**src/rtl/text_page_splitter_macros.svh**
```systemverilog
// Assertion macros shared by the text page splitter RTL.
// Depends on nothing; included by files that carry assertions.
`ifndef TEXT_PAGE_SPLITTER_MACROS_SVH
`define TEXT_PAGE_SPLITTER_MACROS_SVH

// Checked on every rising clock edge outside reset.
`define TPS_ASSERT(label, prop, msg) \
    label: assert property (@(posedge aclk) disable iff (!aresetn) (prop)) else $error(msg);

// Condition must never hold outside reset.
`define TPS_NEVER(label, cond, msg) \
    `TPS_ASSERT(label, !(cond), msg)

`endif

```
**src/rtl/tps_pkg.sv**
```systemverilog
// Shared types and constants of the text page splitter.
// No dependencies; used by every module under rtl.
package tps_pkg;

    localparam logic [7:0]  LeadByte  = 8'h80;
    localparam logic [7:0]  ByteCr    = 8'h0d;
    localparam logic [7:0]  ByteLf    = 8'h0a;
    localparam logic [13:0] BytesMax  = 14'h3fff;
    localparam logic [6:0]  LineMax   = 7'h7f;
    localparam logic [7:0]  ColMax    = 8'hff;

    localparam logic [6:0]  LinesReset = 7'd10;
    localparam logic [7:0]  ColsReset  = 8'd20;

    // configuration register indexes
    localparam logic CfgLinesPerPage   = 1'b0;
    localparam logic CfgColumnsPerLine = 1'b1;

    // result queue
    localparam int QDepth = 4;
    localparam int QPtrW  = $clog2(QDepth);
    localparam int QCntW  = $clog2(QDepth + 1);

    typedef struct packed {
        logic        dropped_lead_byte;
        logic        final_page;
        logic [15:0] page_index;
        logic [13:0] page_byte_count;
    } res_t;

    // up to two results per accepted byte
    typedef struct packed {
        logic [1:0] n;
        res_t       item0;
        res_t       item1;
    } push_t;

    typedef struct packed {
        logic valid;
        res_t item;
    } qhead_t;

endpackage

```
**src/rtl/text_page_splitter.sv**
```systemverilog
// Top level of the text page splitter: front end, result queue, back end.
// Depends on tps_pkg, tps_front, tps_queue, tps_back.
//
//   channel   direction  payload
//   s_        in         tdata[7:0] text_byte, tlast end_of_text
//   m_        out        tdata[13:0] page_byte_count, [29:14] page_index,
//                        tlast final_page, tuser dropped_lead_byte
//   cfg_      in         addr 0 lines_per_page, 1 columns_per_line
//
// One byte per cycle while the result queue has room; state update is a single
// combinational step in the front end. A result is written to the queue at the
// edge that accepts its byte and reaches m_ through the output register.
// s_tready drops only while the 4-entry result queue has fewer than two free slots.
// Reset is synchronous, active low; no clearing pass.
module text_page_splitter (
    input  logic        aclk,
    input  logic        aresetn,
    input  logic        cfg_wr_en,
    input  logic        cfg_addr,
    input  logic [7:0]  cfg_wr_data,
    input  logic        s_tvalid,
    output logic        s_tready,
    input  logic [7:0]  s_tdata,    // [7:0] text_byte
    input  logic        s_tlast,
    output logic        m_tvalid,
    input  logic        m_tready,
    output logic [31:0] m_tdata,    // [13:0] page_byte_count, [29:14] page_index
    output logic        m_tlast,
    output logic        m_tuser     // [0] dropped_lead_byte
);

    tps_pkg::push_t  push;
    tps_pkg::qhead_t head;
    logic            room;
    logic            pop;

    tps_front u_front (
        .aclk        (aclk),
        .aresetn     (aresetn),
        .cfg_wr_en   (cfg_wr_en),
        .cfg_addr    (cfg_addr),
        .cfg_wr_data (cfg_wr_data),
        .byte_valid  (s_tvalid),
        .room        (room),
        .text_byte   (s_tdata),
        .end_of_text (s_tlast),
        .byte_ready  (s_tready),
        .push        (push)
    );

    tps_queue u_queue (
        .aclk    (aclk),
        .aresetn (aresetn),
        .push    (push),
        .pop     (pop),
        .room    (room),
        .head    (head)
    );

    tps_back u_back (
        .aclk     (aclk),
        .aresetn  (aresetn),
        .head     (head),
        .pop      (pop),
        .m_tready (m_tready),
        .m_tvalid (m_tvalid),
        .m_tdata  (m_tdata),
        .m_tlast  (m_tlast),
        .m_tuser  (m_tuser)
    );

endmodule

```
**src/rtl/tps_front.sv**
```systemverilog
// Front end: accepts text bytes, tracks column/line/page state, emits page results.
// Depends on tps_pkg.
module tps_front (
    input  logic               aclk,
    input  logic               aresetn,
    input  logic               cfg_wr_en,
    input  logic               cfg_addr,
    input  logic [7:0]         cfg_wr_data,
    input  logic               byte_valid,
    input  logic               room,
    input  logic [7:0]         text_byte,
    input  logic               end_of_text,
    output logic               byte_ready,
    output tps_pkg::push_t     push
);

    logic [6:0]  lines_reg;
    logic [7:0]  cols_reg;
    logic [7:0]  col_reg,   col_next;
    logic [6:0]  line_reg,  line_next;
    logic [13:0] bytes_reg, bytes_next;
    logic [15:0] pages_reg, pages_next;
    logic        crp_reg,   crp_next;
    logic        lbp_reg,   lbp_next;

    logic [6:0] eff_lines;
    logic [7:0] eff_cols;
    logic       accept;
    tps_pkg::push_t res;

    assign eff_lines  = (lines_reg == 7'd0) ? 7'd1 : lines_reg;
    assign eff_cols   = (cols_reg < 8'd2) ? 8'd2 : cols_reg;
    assign byte_ready = room;
    assign accept     = byte_valid && room;

    always_comb begin
        logic [7:0]  c;
        logic [6:0]  l;
        logic [13:0] bc;
        logic [15:0] pg;
        logic        cr, lb, drop;
        logic [8:0]  csum;
        tps_pkg::res_t it;

        c = col_reg; l = line_reg; bc = bytes_reg; pg = pages_reg;
        cr = crp_reg; lb = lbp_reg; drop = 1'b0;
        res = '0;
        it  = '0;
        csum = '0;

        if (lb) begin
            lb   = 1'b0;
            bc   = (bc != tps_pkg::BytesMax) ? bc + 14'd1 : bc;
            csum = {1'b0, c} + 9'd2;
            c    = csum[8] ? tps_pkg::ColMax : csum[7:0];
            if (c >= eff_cols) begin
                l = (l != tps_pkg::LineMax) ? l + 7'd1 : l;
                c = 8'd0;
            end
        end else if (cr && text_byte == tps_pkg::ByteLf) begin
            cr = 1'b0;
            bc = (bc != tps_pkg::BytesMax) ? bc + 14'd1 : bc;
        end else begin
            cr = 1'b0;
            if (text_byte >= tps_pkg::LeadByte && end_of_text) begin
                drop = 1'b1;
            end else begin
                if (l >= eff_lines) begin
                    it = '{dropped_lead_byte: 1'b0, final_page: 1'b0,
                           page_index: pg + 16'd1, page_byte_count: bc};
                    res.item0 = it;
                    res.n     = 2'd1;
                    pg = pg + 16'd1; bc = '0; l = '0; c = '0;
                end
                if (text_byte == tps_pkg::ByteCr) begin
                    l  = (l != tps_pkg::LineMax) ? l + 7'd1 : l;
                    c  = 8'd0;
                    cr = 1'b1;
                    bc = (bc != tps_pkg::BytesMax) ? bc + 14'd1 : bc;
                end else if (text_byte == tps_pkg::ByteLf) begin
                    l  = (l != tps_pkg::LineMax) ? l + 7'd1 : l;
                    c  = 8'd0;
                    bc = (bc != tps_pkg::BytesMax) ? bc + 14'd1 : bc;
                end else if (text_byte < tps_pkg::LeadByte) begin
                    bc = (bc != tps_pkg::BytesMax) ? bc + 14'd1 : bc;
                    c  = (c != tps_pkg::ColMax) ? c + 8'd1 : c;
                    if (c >= eff_cols) begin
                        l = (l != tps_pkg::LineMax) ? l + 7'd1 : l;
                        c = 8'd0;
                    end
                end else begin
                    // wide char would straddle the last column: wrap first
                    if ({1'b0, c} + 9'd1 >= {1'b0, eff_cols}) begin
                        l = (l != tps_pkg::LineMax) ? l + 7'd1 : l;
                        c = 8'd0;
                        if (l >= eff_lines) begin
                            it = '{dropped_lead_byte: 1'b0, final_page: 1'b0,
                                   page_index: pg + 16'd1, page_byte_count: bc};
                            if (res.n == 2'd0) res.item0 = it;
                            else               res.item1 = it;
                            res.n = res.n + 2'd1;
                            pg = pg + 16'd1; bc = '0; l = '0; c = '0;
                        end
                    end
                    bc = (bc != tps_pkg::BytesMax) ? bc + 14'd1 : bc;
                    lb = 1'b1;
                end
            end
        end

        if (end_of_text) begin
            it = '{dropped_lead_byte: drop, final_page: 1'b1,
                   page_index: pg + 16'd1, page_byte_count: bc};
            if (res.n == 2'd0) res.item0 = it;
            else               res.item1 = it;
            res.n = res.n + 2'd1;
            c = '0; l = '0; bc = '0; pg = '0; cr = 1'b0; lb = 1'b0;
        end

        col_next   = c;
        line_next  = l;
        bytes_next = bc;
        pages_next = pg;
        crp_next   = cr;
        lbp_next   = lb;
    end

    always_comb begin
        push = res;
        if (!accept) begin
            push.n = 2'd0;
        end
    end

    always_ff @(posedge aclk) begin
        if (!aresetn) begin
            lines_reg <= tps_pkg::LinesReset;
            cols_reg  <= tps_pkg::ColsReset;
            col_reg   <= '0;
            line_reg  <= '0;
            bytes_reg <= '0;
            pages_reg <= '0;
            crp_reg   <= 1'b0;
            lbp_reg   <= 1'b0;
        end else begin
            if (cfg_wr_en) begin
                case (cfg_addr)
                    tps_pkg::CfgLinesPerPage:   lines_reg <= cfg_wr_data[6:0];
                    tps_pkg::CfgColumnsPerLine: cols_reg  <= cfg_wr_data;
                    default: ;
                endcase
            end
            if (accept) begin
                col_reg   <= col_next;
                line_reg  <= line_next;
                bytes_reg <= bytes_next;
                pages_reg <= pages_next;
                crp_reg   <= crp_next;
                lbp_reg   <= lbp_next;
            end
        end
    end

endmodule

```
**src/rtl/tps_queue.sv**
```systemverilog
// Short result queue between front and back: up to two writes, one read per cycle.
// Depends on tps_pkg and text_page_splitter_macros.svh.
`include "text_page_splitter_macros.svh"

module tps_queue (
    input  logic            aclk,
    input  logic            aresetn,
    input  tps_pkg::push_t  push,
    input  logic            pop,
    output logic            room,
    output tps_pkg::qhead_t head
);

    tps_pkg::res_t                 entries [tps_pkg::QDepth];
    logic [tps_pkg::QPtrW-1:0]     wp_reg, wp_next;
    logic [tps_pkg::QPtrW-1:0]     rp_reg, rp_next;
    logic [tps_pkg::QCntW-1:0]     cnt_reg, cnt_next;
    logic [tps_pkg::QPtrW-1:0]     wp_plus1;

    assign wp_plus1   = wp_reg + 1'b1;
    assign room       = cnt_reg <= tps_pkg::QCntW'(tps_pkg::QDepth - 2);
    assign head.valid = cnt_reg != '0;
    assign head.item  = entries[rp_reg];

    always_comb begin
        wp_next  = wp_reg + tps_pkg::QPtrW'(push.n);
        rp_next  = rp_reg + tps_pkg::QPtrW'(pop);
        cnt_next = cnt_reg + tps_pkg::QCntW'(push.n) - tps_pkg::QCntW'(pop);
    end

    always_ff @(posedge aclk) begin
        if (push.n != 2'd0) begin
            entries[wp_reg] <= push.item0;
        end
        if (push.n == 2'd2) begin
            entries[wp_plus1] <= push.item1;
        end
    end

    always_ff @(posedge aclk) begin
        if (!aresetn) begin
            wp_reg  <= '0;
            rp_reg  <= '0;
            cnt_reg <= '0;
        end else begin
            wp_reg  <= wp_next;
            rp_reg  <= rp_next;
            cnt_reg <= cnt_next;
        end
    end

    `TPS_ASSERT(a_no_overflow, (push.n != 2'd0) |-> ((cnt_reg + push.n) <= tps_pkg::QDepth), "result queue overflow")
    `TPS_NEVER(a_no_underflow, pop && (cnt_reg == '0), "pop from empty result queue")
    `TPS_ASSERT(a_ptr_track, (wp_reg - rp_reg) == tps_pkg::QPtrW'(cnt_reg), "queue pointers disagree with count")

endmodule

```
**src/rtl/tps_back.sv**
```systemverilog
// Back end: moves queued page results into the output register of the result stream.
// Depends on tps_pkg.
module tps_back (
    input  logic            aclk,
    input  logic            aresetn,
    input  tps_pkg::qhead_t head,
    output logic            pop,
    input  logic            m_tready,
    output logic            m_tvalid,
    output logic [31:0]     m_tdata,
    output logic            m_tlast,
    output logic            m_tuser
);

    logic          valid_reg;
    tps_pkg::res_t out_reg;

    assign pop      = head.valid && (!valid_reg || m_tready);
    assign m_tvalid = valid_reg;
    assign m_tdata  = {2'b00, out_reg.page_index, out_reg.page_byte_count};
    assign m_tlast  = out_reg.final_page;
    assign m_tuser  = out_reg.dropped_lead_byte;

    always_ff @(posedge aclk) begin
        if (pop) begin
            out_reg <= head.item;
        end
    end

    always_ff @(posedge aclk) begin
        if (!aresetn) begin
            valid_reg <= 1'b0;
        end else if (pop) begin
            valid_reg <= 1'b1;
        end else if (m_tready) begin
            valid_reg <= 1'b0;
        end
    end

endmodule

```
**config.mk**
```make
export PLATFORM = sky130hd
export DESIGN_NAME = text_page_splitter
export DESIGN_NICKNAME = d
export VERILOG_FILES = /design/src/rtl/tps_pkg.sv /design/src/rtl/text_page_splitter.sv /design/src/rtl/tps_front.sv /design/src/rtl/tps_queue.sv /design/src/rtl/tps_back.sv
export VERILOG_INCLUDE_DIRS = /design/src /design/src/rtl
export SDC_FILE = /design/constraint.sdc
export NUM_CORES = 1
export LEC_CHECK = 0
export ABC_CLOCK_PERIOD_IN_PS = 11500
export BUFFER_PORTS_ARGS = -buffer_cell sky130_fd_sc_hd__buf_4
export CAP_MARGIN = 20
export CORE_UTILIZATION = 35
export DETAILED_ROUTE_END_ITERATION = 12
export SETUP_SLACK_MARGIN = 0.1
export SLEW_MARGIN = 10
export SYNTH_ARGS = -nofsm -noshare
export SYNTH_HDL_FRONTEND = slang
export SYNTH_SLANG_ARGS = --single-unit
```
**constraint.sdc**
```tcl
create_clock -name aclk -period 11.5 [get_ports aclk]
set_input_delay 2.3 -clock aclk [delete_from_list [all_inputs] [get_ports aclk]]
set_output_delay 2.3 -clock aclk [all_outputs]
set_load 0.03 [all_outputs]
```
==> key figures <==
Clocking
  • CTS resizes: 0
  • Root Driver: clkbuf_16
  • Clock transition at the registers of the reported paths: 0.06 ns
  • Skew-Pair Late Insertion Delay: 0.57 ns
  • Clock buffer depth: 3
  • CTS tree: built
  • Clk sinks: 230
  • TritonCTS Buffers: 28
  • H-tree lvl count: 1
  • Postcts setup bufs: 0
  • Hold buffers post-CTS: 0

Worst setup path
  • Slowest cell on the critical path: nor3_4
  • Crit path DAT: 9.02 ns
  • CP Launch Type: register
  • Crit path kind: reg2reg
  • Crit path required time: 11.81 ns
  • Worst path most repeated cell: ha_1
  • Worst stage delay on the critical path: 0.85 ns
  • Crit path max fanout: 19
  • CP top delay family: compound AO/OA/AOI/OAI gates
  • CP endpoint kind: register
  • CP bufs+invs: 3

Status
  • Outcome: complete, no violations

Drt
  • WL per Instance: 20.7 um
  • Vias per cell: 5.90
  • DRT Wirelength: 48.3 mm
  • Pre-Repair DR Iteration Count: 6
  • Antenna viol nets, final: 0
  • DR iter-0 viols: 1439
  • Drc violations: 0
  • Vias: 13.8k

Cells and area
  • Layout Utilization: 39.6%
  • Largest register FFs: 128
  • Layout Nets: 1795
  • Layout area overhead: 11.5%
  • Commonest non-fill, non-tap cell in the layout: nand2_1
  • Filler Cells Inserted: 4510
  • N_diodes: 0
  • Layout cells sized above 1: 12.6%
  • Commonest non-fill, non-tap cells in the layout: nand2_1, edfxtp_1, nor2_1, buf_4, a21oi_1

Timing
  • TNS Setup: 0 ns
  • Crit path time final: 8.72 ns
  • Hold Slack: 0.464 ns
  • Max_slew headroom: 24.6%
  • Final Max Slew Viols: 0
  • Period utilization: 75.8%
  • RSZ-0062 raised after global routing: false
  • Clk_skew: 0.0213 ns
  • Worst-Margin Slew: 1.12 ns
  • Fmax: 115 MHz
  • Fin. Hold Viols: 0
  • Final setup fails: 0

GRT
  • Number of global-route vias before repair: 13.0k
  • First-pass GRT wire length: 75.4 mm
  • Pin count of the biggest net entering global routing: 68
  • Grt total ovfl: 0
  • GRT Total Usage: 20.2%
  • Initial antenna violation count: 0

Yosys
  • Ys flop type: edfxtp_1
  • Cells after Synth: 1728
  • Ys Warns: 0
  • Area fraction of the dominant cell type after synthesis: 29.9%
  • Flops & latches, synth: 230
  • Synth async-reset ratio: 0%
  • Synth area leaders: edfxtp_1, dfxtp_1, mux4_2
  • Mapped Area: 16100 um2
  • Seq/Total Area, Yosys: 38.6%
  • Largest area contributor in the netlist: edfxtp_1
  • Post-Syn Area per Cell: 9.30 um2
  • Synth unique cells: 103
  • Number of synthesized flops with an enable pin: 160

Placement
  • Port bufs: 56
  • HPWL Detailed: 33.3 mm
  • Routability congestion estimate: 0.954

Die
  • Die Wd: 216 um
  • Core area: 45300 um2
  • Vert. Die Dim: 216 um
  • Std-Cell Rows: 78
  • Ports: 59
  • Initial core utilization: 35.5%
  • Die Area: 46800 um2

Pwr
  • Leak Pwr: 0.00623 uW
  • Maximum VDD drop: 0.000124 V
  • Power per standard cell area: 142 nW/um2

Min path
  • Worst Hold Class: reg2reg

Job
  • Maxcap violations: 0
[worst paths after layout]
path              slack (ns)  cells past startpoint                         startpoint                                 to
setup reg to reg        2.78                     29  u_front.lines_reg[2]$_SDFFE_PN0P_   u_queue.entries[1][18]$_DFFE_PP_
hold / removal          0.46                      2  u_front.lines_reg[5]$_SDFFE_PN0P_  u_front.lines_reg[5]$_SDFFE_PN0P_
setup / recovery        2.78                     29  u_front.lines_reg[2]$_SDFFE_PN0P_   u_queue.entries[1][18]$_DFFE_PP_
hold reg to reg         0.46                      2  u_front.lines_reg[5]$_SDFFE_PN0P_  u_front.lines_reg[5]$_SDFFE_PN0P_
[worst register-to-register path, delay by kind of cell (launching register included)]
kind	cells	cell delay [ns]
buf+inv	3	0.70
fa+ha+maj	5	1.40
compound gates	10	2.98
simple gates	10	2.73
flops	1	0.33
mux	1	0.37
[cell type report]
cell class / instances / area, um2 / area share [%]
Timing Repair Buffer: 86 / 647 / 3.61
Inverter: 59 / 221 / 1.24
Sequential cell: 230 / 6210 / 34.6
Multi-Input combinational cell: 1309 / 9190 / 51.3
Clock buffer: 33 / 719 / 4.02
Tap cell: 600 / 751 / 4.19
Clock inverter: 19 / 181 / 1.01
[stage by stage]
step / cell area [um2] / instances / total power (uW) / setup slack, ns
3_5_place_dp: 17000 / 2282 / 1710 / 2.82
4_1_cts: 17900 / 2334 / 2580 / 2.80
3_3_place_gp: 17000 / 2281 / 1700 / 3.21
5_1_grt: 17900 / 2336 / 2660 / 2.06
2_1_floorplan: 16100 / 1729 / 1490 / 1.42
6_report: 17900 / 2336 / 2550 / 2.78
[cell families after synthesis]
| family | share of synthesized area (%) |
|---|---|
| other cells | 0.0233 |
| buf+inv | 4.63 |
| simple gates | 19.5 |
| xor+xnor | 4.19 |
| fa+ha+maj | 4.56 |
| compound gates | 19.3 |
| flops | 38.6 |
| mux | 9.11 |
[synth_stat cells, types with 13 or more instances]
master,count
nor2b_1,27
nand4_1,27
a22oi_1,38
o22ai_1,25
clkbuf_1,103
a21o_1,15
a211oi_1,15
o21ai_0,70
nor2_1,158
buf_1,13
nand3_1,62
a21boi_0,18
a21oi_1,74
nand2b_1,14
ha_1,57
a31oi_1,25
inv_1,57
dfxtp_1,70
o21a_1,14
and2_1,44
nand2_1,168
nor4_1,16
mux2i_1,64
edfxtp_1,160
and3_1,17
xnor2_1,51
mux4_2,32
xor2_1,24
nor3_1,46
o211ai_1,18
[routing by layer]
metal / global-route usage [%] / routed length, um
met5: 0 / 0
met4: 6.57 / 1360
met3: 2.74 / 3650
met2: 32.1 / 21600
met1: 28.3 / 21700
[where the power goes]
| group | total [uW] | switching [uW] | internal (uW) |
|---|---|---|---|
| Clock | 866 | 369 | 497 |
| Combinational | 628 | 392 | 236 |
| Sequential | 1060 | 45.1 | 1010 |
Power figures use the tool's default switching activity.
